`src/hdl/cor_pkg.sv`:
```
package cor_pkg;

  // sequencer states of the octant walker
  typedef enum logic [1:0] {
    ST_IDLE,
    ST_LAUNCH,
    ST_EMIT
  } cor_state_t;

  // index of one of the eight symmetric pixels of a step
  typedef logic [2:0] cor_pix_idx_t;

  localparam cor_pix_idx_t LAST_PIX = 3'd7;

  // command codes
  localparam logic CMD_START   = 1'b0;
  localparam logic CMD_ADVANCE = 1'b1;

endpackage

```
`src/hdl/cor_sqrt.sv`:
```
module cor_sqrt #(
  parameter int RADIUS_BITS = 10
) (
  input  logic                     clk,
  input  logic                     rst,
  input  logic                     start,
  input  logic [2*RADIUS_BITS-1:0] n,
  output logic [RADIUS_BITS-1:0]   root_out,
  output logic                     done
);

  localparam int W = 2 * RADIUS_BITS;

  logic [W-1:0] rem;
  logic [W-1:0] root;
  logic [W-1:0] probe;
  logic         fix;
  logic [W:0]   trial;
  logic         fits;

  // one restoring step of the digit-by-digit root
  assign trial    = {1'b0, root} + {1'b0, probe};
  assign fits     = {1'b0, rem} >= trial;
  assign root_out = root[RADIUS_BITS-1:0];

  // probe walks down two bits per cycle; the last cycle rounds half up
  always_ff @(posedge clk) begin
    if (rst) begin
      probe <= '0;
      fix   <= 1'b0;
      done  <= 1'b0;
    end else if (start) begin
      rem   <= n;
      root  <= '0;
      probe <= {2'b01, {(W-2){1'b0}}};
      fix   <= 1'b1;
      done  <= 1'b0;
    end else if (probe != '0) begin
      if (fits) begin
        rem  <= rem - trial[W-1:0];
        root <= (root >> 1) + probe;
      end else begin
        root <= root >> 1;
      end
      probe <= probe >> 2;
    end else if (fix) begin
      // round up when n lies above root*(root+1)
      if (rem > root) begin
        root <= root + 1'b1;
      end
      fix  <= 1'b0;
      done <= 1'b1;
    end
  end

endmodule

```
`src/hdl/circle_octant_rasterizer_core.sv`:
```
// Circle rasterizer with eight-way symmetry. A start word (cmd 0) loads the
// center, radius and color and produces no output. Each advance
// word (cmd 1) on an active circle produces eight pixel words in the order
// (x,y),(y,x),(x,-y),(y,-x),(-x,y),(-y,x),(-x,-y),(-y,-x) around the center;
// the eighth carries last_of_step, and circle_done when the walk has ended.
// An advance on an idle circle is dropped. The next y is the square root of
// r*r - x*x, rounded half up, from an iterative unit that settles two bits of
// the radicand per cycle. The first seven pixels of an advance may leave while
// the root is still being worked out, and the input is stalled until the
// eighth has been sent. A pending output word does not hold off the next input.
module circle_octant_rasterizer_core #(
  parameter int COORD_BITS  = 12,
  parameter int RADIUS_BITS = 10
) (
  input  logic                         clk,
  input  logic                         rst,
  input  logic                         in_valid,
  output logic                         in_stall,
  input  logic                         cmd,
  input  logic signed [COORD_BITS-1:0] center_x,
  input  logic signed [COORD_BITS-1:0] center_y,
  input  logic [RADIUS_BITS-1:0]       radius,
  input  logic [31:0]                  color,
  output logic                         out_valid,
  input  logic                         out_stall,
  output logic signed [COORD_BITS:0]   pixel_x,
  output logic signed [COORD_BITS:0]   pixel_y,
  output logic [31:0]                  pixel_color,
  output logic                         last_of_step,
  output logic                         circle_done
);

  import cor_pkg::*;

  localparam int MAG_W = RADIUS_BITS + 1;
  localparam int SQ_W  = 2 * RADIUS_BITS + 2;
  localparam int N_W   = 2 * RADIUS_BITS;
  localparam int SUM_W = ((COORD_BITS > MAG_W) ? COORD_BITS : MAG_W) + 2;

  cor_state_t state, state_next;

  logic                   active;
  logic [MAG_W-1:0]       step_x;
  logic [RADIUS_BITS-1:0] step_y;
  logic [COORD_BITS-1:0]  held_center_x;
  logic [COORD_BITS-1:0]  held_center_y;
  logic [31:0]            held_color;
  logic [SQ_W-1:0]        rad_sq;
  logic [SQ_W-1:0]        x_sq;
  logic [MAG_W-1:0]       emit_x;
  logic [RADIUS_BITS-1:0] emit_y;
  logic                   neg_flag;
  cor_pix_idx_t           kidx;

  logic                   accept;
  logic                   sqrt_start;
  logic                   pix_fire;
  logic                   is_last;
  logic                   walk_done;
  logic [SQ_W-1:0]        n_full;
  logic [SQ_W-1:0]        rad_wide;
  logic [RADIUS_BITS-1:0] root;
  logic                   root_done;

  logic [MAG_W-1:0]       mag_px;
  logic [MAG_W-1:0]       mag_py;
  logic [SUM_W-1:0]       cx_ext;
  logic [SUM_W-1:0]       cy_ext;
  logic [SUM_W-1:0]       px_ext;
  logic [SUM_W-1:0]       py_ext;
  logic [SUM_W-1:0]       sum_x;
  logic [SUM_W-1:0]       sum_y;

  assign accept = in_valid && !in_stall;
  assign n_full = rad_sq - x_sq;

  // radius widened so its square keeps every bit
  assign rad_wide = {{(SQ_W-RADIUS_BITS){1'b0}}, radius};

  // single root unit, used for every step
  cor_sqrt #(
    .RADIUS_BITS (RADIUS_BITS)
  ) u_sqrt (
    .clk      (clk),
    .rst      (rst),
    .start    (sqrt_start),
    .n        (n_full[N_W-1:0]),
    .root_out (root),
    .done     (root_done)
  );

  // next state
  always_comb begin
    state_next = state;
    case (state)
      ST_IDLE: begin
        if (accept && cmd == CMD_ADVANCE && active) begin
          state_next = ST_LAUNCH;
        end
      end
      ST_LAUNCH: begin
        state_next = ST_EMIT;
      end
      ST_EMIT: begin
        if (pix_fire && is_last) begin
          state_next = ST_IDLE;
        end
      end
      default: begin
        state_next = ST_IDLE;
      end
    endcase
  end

  // sequencer outputs
  always_comb begin
    in_stall   = 1'b1;
    sqrt_start = 1'b0;
    pix_fire   = 1'b0;
    case (state)
      ST_IDLE: begin
        in_stall = 1'b0;
      end
      ST_LAUNCH: begin
        sqrt_start = 1'b1;
      end
      ST_EMIT: begin
        pix_fire = (!out_valid || !out_stall) && (!is_last || neg_flag || root_done);
      end
      default: begin
        in_stall = 1'b1;
      end
    endcase
  end

  always_ff @(posedge clk) begin
    if (rst) begin
      state <= ST_IDLE;
    end else begin
      state <= state_next;
    end
  end

  // pixel offset select: odd pixels swap x and y, bit 2 negates x, bit 1 negates y
  assign is_last = (kidx == LAST_PIX);
  assign mag_px  = kidx[0] ? {1'b0, emit_y} : emit_x;
  assign mag_py  = kidx[0] ? emit_x : {1'b0, emit_y};
  assign cx_ext  = {{(SUM_W-COORD_BITS){held_center_x[COORD_BITS-1]}}, held_center_x};
  assign cy_ext  = {{(SUM_W-COORD_BITS){held_center_y[COORD_BITS-1]}}, held_center_y};
  assign px_ext  = {{(SUM_W-MAG_W){1'b0}}, mag_px};
  assign py_ext  = {{(SUM_W-MAG_W){1'b0}}, mag_py};
  assign sum_x   = kidx[2] ? (cx_ext - px_ext) : (cx_ext + px_ext);
  assign sum_y   = kidx[1] ? (cy_ext - py_ext) : (cy_ext + py_ext);

  // walk ends when the root falls below x or the radicand went negative
  assign walk_done = neg_flag || ({1'b0, root} < step_x);

  // circle state and step bookkeeping
  always_ff @(posedge clk) begin
    if (rst) begin
      active        <= 1'b0;
      step_x        <= '0;
      step_y        <= '0;
      held_center_x <= '0;
      held_center_y <= '0;
      held_color    <= '0;
      neg_flag      <= 1'b0;
      kidx          <= '0;
    end else begin
      if (accept && cmd == CMD_START) begin
        held_center_x <= center_x;
        held_center_y <= center_y;
        held_color    <= color;
        rad_sq        <= rad_wide * rad_wide;
        x_sq          <= '0;
        step_x        <= '0;
        step_y        <= radius;
        active        <= 1'b1;
      end else if (accept && active) begin
        // keep this step's point, move x on and x*x with it
        emit_x <= step_x;
        emit_y <= step_y;
        step_x <= step_x + 1'b1;
        x_sq   <= x_sq + {{(SQ_W-MAG_W-1){1'b0}}, step_x, 1'b1};
      end
      if (sqrt_start) begin
        neg_flag <= rad_sq < x_sq;
        kidx     <= '0;
      end
      if (pix_fire) begin
        kidx <= kidx + 1'b1;
        if (is_last) begin
          if (!neg_flag) begin
            step_y <= root;
          end
          if (walk_done) begin
            active <= 1'b0;
          end
        end
      end
    end
  end

  // output word register
  always_ff @(posedge clk) begin
    if (rst) begin
      out_valid <= 1'b0;
    end else if (pix_fire) begin
      out_valid <= 1'b1;
    end else if (!out_stall) begin
      out_valid <= 1'b0;
    end
  end

  always_ff @(posedge clk) begin
    if (pix_fire) begin
      pixel_x      <= sum_x[COORD_BITS:0];
      pixel_y      <= sum_y[COORD_BITS:0];
      pixel_color  <= held_color;
      last_of_step <= is_last;
      circle_done  <= is_last && walk_done;
    end
  end

endmodule

```
`config.mk`:
```
export PLATFORM = sky130hd
export DESIGN_NAME = circle_octant_rasterizer_core
export DESIGN_NICKNAME = d
export VERILOG_FILES = /design/src/hdl/cor_pkg.sv /design/src/hdl/cor_sqrt.sv /design/src/hdl/circle_octant_rasterizer_core.sv
export SDC_FILE = /design/constraint.sdc
export NUM_CORES = 1
export LEC_CHECK = 0
export ABC_AREA = 1
export BUFFER_PORTS_ARGS = -buffer_cell sky130_fd_sc_hd__clkbuf_2
export CAP_MARGIN = 20
export CORE_MARGIN = 2
export CORE_UTILIZATION = 57
export DETAILED_ROUTE_END_ITERATION = 10
export GPL_ROUTABILITY_DRIVEN = 1
export PLACE_DENSITY = 0.73
export SYNTH_ARGS = -nofsm -noshare
export SYNTH_HDL_FRONTEND = slang
export SYNTH_HIERARCHICAL = 1
export SYNTH_SLANG_ARGS = --single-unit
```
`constraint.sdc`:
```
create_clock -name clk -period 6.6 [get_ports clk]
set_input_delay 1.32 -clock clk [delete_from_list [all_inputs] [get_ports clk]]
set_output_delay 1.32 -clock clk [all_outputs]
set_load 0.01 [all_outputs]
```
# Word-level counts from Yosys, hierarchy flattened
# Cells that the tools add are included.
[classes]
mux = 34
n_lt_le_gt_ge = 4
n_mul = 1
eq_ne = 7
add_sub_neg = 12
bitwise_logic = 4
reduce_logical = 32
[ops]
columns = ["cell", "n"]
rows = [
  ["two-way mux 20 bit", 7],
  ["two-way mux 10 bit", 4],
  ["subtractor 20 bit", 2],
  ["two-way mux 19 bit", 2],
  ["adder 12 x 12 -> 13 bit", 2],
  ["two-way mux 13 bit", 2],
  ["subtractor 12 x 12 -> 13 bit", 2],
  ["adder 22 x 12 -> 22 bit", 1],
  ["< comparator 20 x 22 -> 1 bit", 1],
  ["two-way mux 11 bit", 2],
  ["two-way mux 22 bit", 1],
  ["adder 20 x 19 -> 21 bit", 1],
  ["greater-or-equal comparator 20 x 21 -> 1 bit", 1],
  ["adder 19 x 19 -> 20 bit", 1],
  ["adder 20 x 1 -> 20 bit, second input constant", 1],
  ["> comparator 20 bit", 1],
  ["multiplier 10 x 10 -> 20 bit", 1],
  ["nonzero test 20 bit", 1],
  ["adder 11 x 1 -> 11 bit, second input constant", 1],
  ["< comparator 10 x 11 -> 1 bit", 1],
  ["two-way mux 1 bit", 11],
  ["AND reduction 3 bit", 3],
  ["logical AND 1 bit", 8],
  ["AND reduction 2 bit", 4],
  ["16 further kinds", 33],
]
[totals]
elab_cells = 119
output_inout_bits = 62
ff_bits = 260

# Depth between registers and ports, before layout
[logic_depth]
ltp_word = 9
mapped_depth = 25
ltp_nobuf = 25

# Hierarchy
# Netlist, hierarchy kept.
[modules_own_cells]
columns = ["mod", "n_inst", "cells_per_inst", "area_each_um2"]
rows = [
  ["circle_octant_rasterizer_core", 1, 1732, 14263.7],
  ["cor_sqrt", 1, 864, 5952.0],
]

# Worst setup path after synthesis
# OpenSTA, ideal clock, no wires.
[synth_path]
kind = "input to register"
startpoint = "input radius[9]"
endpoint = "register rad_sq[19] (data pin)"
setup_ps = 252
slack_ps = 886
stages = 19
t_required_ps = 6348
arrival_time_ps = 5462
path_cell_list = "clkbuf_1 -> nand2_1 -> fa_1 -> fa_1 -> inv_1 -> fa_1 -> fa_1 -> inv_1 -> fa_1 -> inv_1 -> ha_1 -> nand2_1 -> inv_1 -> a21oi_1 -> nand3_1 -> nand2_1 -> nand2_1 -> nand2_1 -> nand2_1"
[synth_between]
elab_chain_cells = 1
[synth_lines]
columns = ["item", "line", "rtl"]
rows = [
  ["start: declaration", "circle_octant_rasterizer_core.sv:22", "input logic [RADIUS_BITS-1:0] radius,"],
  ["multiplier 10 x 10 -> 20 bit", "circle_octant_rasterizer_core.sv:174", "rad_sq <= rad_wide * rad_wide;"],
  ["end signal: assignment", "circle_octant_rasterizer_core.sv:174", ""],
  ["end: declaration", "circle_octant_rasterizer_core.sv:48", "logic [SQ_W-1:0] rad_sq;"],
]
# Every way passes these cells.
# A chain may end at the register's enable or synchronous reset.

# Worst setup path after layout
# Same ends and word-level chain as after synthesis.

==> metrics.md <==
| Metric | Value |
|---|---|
| CTS Sinks | `259` |
| Core area | `0.03471 sq mm` |
| Reg2Reg Setup Slack | `1720 ps` |
| Post-CTS setup buffers | `0` |
| Pin count of the biggest net entering global routing | `65` |
| Power after layout | `5.169 mW` |
| Synth area leader | `edfxtp_1` |
| Adder-cell area share of the yosys netlist | `16.19%` |
| Switching Fraction | `34.66%` |
| Post-Syn Instances | `2596` |
| Syn avg cell area | `7.787 sq um` |
| Post-synth top cells | `nand2_1, inv_1, nor2_1, ha_1, edfxtp_1` |
| DR vias | `17510` |
| Initial antenna violation count | `0` |
| Starting Density | `58.24%` |
| Psw | `1.792 mW` |
| Non-Filler Cell Area, Final | `0.02210 sq mm` |
| Pwr dens | `233.9 mW/mm^2` |
| # H-tree levels | `1` |
| CP max FO | `11` |
| Syn. warnings | `6` |
| Hold Vio Cnt, Final | `0` |
| Routed wire length | `50690 um` |
| Largest family of logic cells by synthesized area | `simple AND/OR/NAND/NOR gates` |
| Critical path arrival | `5750 ps` |
| Startpoint types | `primary input` |
| # Max-Cap Violations | `0` |
| Synth Area in XOR/XNOR | `4.679%` |
| Maximum VDD drop | `0.2950 mV` |
| DRT Pass-1 Iters | `5` |
| Cts bufs inserted | `28` |
| Syn_nets | `2898` |
| Top cell type's share of synthesized area | `24.06%` |
| Placed cell count | `3119` |
| Final period util | `82.14%` |
| Final Critical Period | `5421 ps` |
| Layout cells sized above 1 | `10.35%` |
| Slew headroom | `45.65%` |
| Setup violations, final | `0` |
| All-Layer GR Usage | `27.95%` |
| DR WL/cell | `15.99 um` |
| Primary FF master, synth | `edfxtp_1` |
| EDFF count, synth | `162` |
| Seq/Total Area, Yosys | `33.67%` |
| Root Driver | `clkbuf_16` |
| CTS tree | `yes` |
| Synth area leaders | `edfxtp_1, nand2_1, ha_1` |
| IO buf count | `132` |
| Slew Viols, Final | `0` |
| Post-CTS sizing | `0` |
| Fraction of the mapped netlist area in simple logic gates | `24.23%` |
| Yosys reg bits | `259` |
| Int Pwr | `3.377 mW` |
| Ys async rst share | `0%` |
| Achievable frequency | `184.5 MHz` |
| Iteration-0 DRC Markers | `1155` |
| DIE AREA | `0.03699 sq mm` |
| First-pass GRT wire length | `83300 um` |
| Req. time, crit path | `6920 ps` |
| Worst Hold Slack | `412.6 ps` |
| Tightest Pin Transition | `810.2 ps` |
| DR vias/cell | `5.523` |
| Total gr overflow | `0` |
| Synth Cell Area | `0.02022 sq mm` |
| Ant. Diodes | `0` |
| HPWL after DPL | `39710 um` |
| Hold/Removal Path Class | `reg2reg` |
| Area growth syn-to-layout | `9.315%` |
| Setup TNS | `0 ps` |
| GPL Wtd Cong | `0.8797` |
| Complex-gate fraction of the synthesized area | `11.84%` |
| CP Capture Type | `register` |
| Most common cell in the netlist | `nand2_1` |
| Comb pwr share | `32.1%` |
| Outcome | `complete, no violations` |
| Vias in the first global route | `17070` |
| Unique masters post-synth | `57` |
| # DRC | `0` |
| Worst-path clk slew | `60 ps` |
| Die Span Y | `192.3 um` |
| Clock Power Share | `31.2%` |
| Nets@finish | `2996` |
| Mux contribution to synthesized area | `0%` |
| Routed Antenna Nets | `0` |
| Pleak | `10.91 nW` |
| FP Rows | `68` |
| Reg power frac | `36.8%` |
| Worst Clk Skew | `32.29 ps` |
| Hold buffers post-CTS | `0` |
| CTS Buffer Depth | `3` |
| CP Class | `in2reg` |
| Die Span X | `192.3 um` |
| Area after DPL | `0.02114 sq mm` |
| RSZ-0062 raised after global routing | `no` |
| Clock Latency Late Sink | `590 ps` |
| I/O pin count | `133` |
| Post-route insts no fill | `3171` |
==> layout make-up <==
| type | count | area (sq um) |
|---|---|---|
| Fill cell | 3067 | 12610 |
| Multi-Input combinational cell | 1879 | 11540 |
| Sequential cell | 259 | 6807 |
| Inverter | 381 | 1435 |
| Clock buffer | 41 | 873.3 |
| Timing Repair Buffer | 145 | 785.8 |
| Tap cell | 455 | 569.3 |
| Clock inverter | 11 | 88.84 |
==> layer usage <==
metal	track usage [%]	share of wire [%]	up-vias
met1	36.87	44	8085
met5	0	0	-
met2	46.26	45	597
met4	11.10	3.9	0
li1	-	-	8715
met3	4.146	7.0	117
==> worst max-delay path, cell delays in order <==
cell and delay [ps]:
clkbuf_2 250, nand2_1 170, fa_1 530, fa_1 540, inv_1 50, fa_1 500, fa_1 540, inv_1 50
fa_1 530, inv_1 50, ha_1 340, nand2_1 180, inv_1 60, a21oi_1 190, nand3_1 160, nand2_1 120
nand2_1 50, nand2_1 50, nand2_1 50
==> flip-flops by register name (all words and copies together), names as in the netlist, 2 cells and up <==
signal / flops
x_sq: 22
step_x: 11
kidx: 3
pixel_y: 13
u_sqrt/probe: 10
held_color: 32
state: 2
step_y: 10
u_sqrt/rem: 20
emit_x: 11
held_center_x: 12
emit_y: 10
u_sqrt/root: 20
pixel_x: 13
pixel_color: 32
rad_sq: 19
held_center_y: 12
==> path summary, 6_finish.rpt <==
kind | start | endpoint | cells after the start
min reg2reg | step_y[2]$_SDFF_PP0_ | emit_y[2]$_DFFE_PP_ | 0
max reg2reg | u_sqrt/root[4]$_SDFFCE_PP0P_ | u_sqrt/rem[10]$_DFFE_PP_ | 22
min | step_y[2]$_SDFF_PP0_ | emit_y[2]$_DFFE_PP_ | 0
max | radius[9] | rad_sq[19]$_DFFE_PP_ | 19
==> cell families (layout without fill, tap and decap cells) <==
| family | Yosys count | after routing |
|---|---|---|
| simple gates | 1142 | 1142 |
| buf+inv | 458 | 578 |
| compound gates | 398 | 398 |
| flops | 259 | 259 |
| fa+ha+maj | 231 | 231 |
| xor+xnor | 108 | 108 |
==> power groups by stage <==
stage / clock network [mW] / registers (mW) / logic (mW)
2_1_floorplan: 0 / 1.91 / 1.27
3_3_place_gp: 0 / 1.93 / 1.61
3_5_place_dp: 0 / 1.93 / 1.65
4_1_cts: 1.64 / 1.90 / 1.66
5_1_grt: 1.70 / 1.91 / 1.92
6_report: 1.61 / 1.90 / 1.66
==> metrics by stage <==
| step | worst slack [ps] | utilization, % |
|---|---|---|
| after floorplan | 885.6 | - |
| after global placement | 701.0 | 60.77 |
| after detailed placement | 582.7 | 60.89 |
| after CTS | 1193 | 63.66 |
| after global routing | 936.4 | 63.66 |
| final | 1179 | 63.66 |
==> placed cells by master (no fill, tap or decap), drive strengths merged, types with 9 or more instances in the layout <==
cell type  instances
a21o              14
a21oi            164
a22o              52
a31oi             11
buf               13
clkbuf           173
clkinv             9
dfxtp             97
edfxtp           162
fa                51
ha               180
inv              381
nand2            676
nand3            166
nand4             27
nor2             209
nor3              32
o21a              11
o21ai            122
or2               13
xnor2             35
xor2              73
Power figures use the tool's default switching activity.
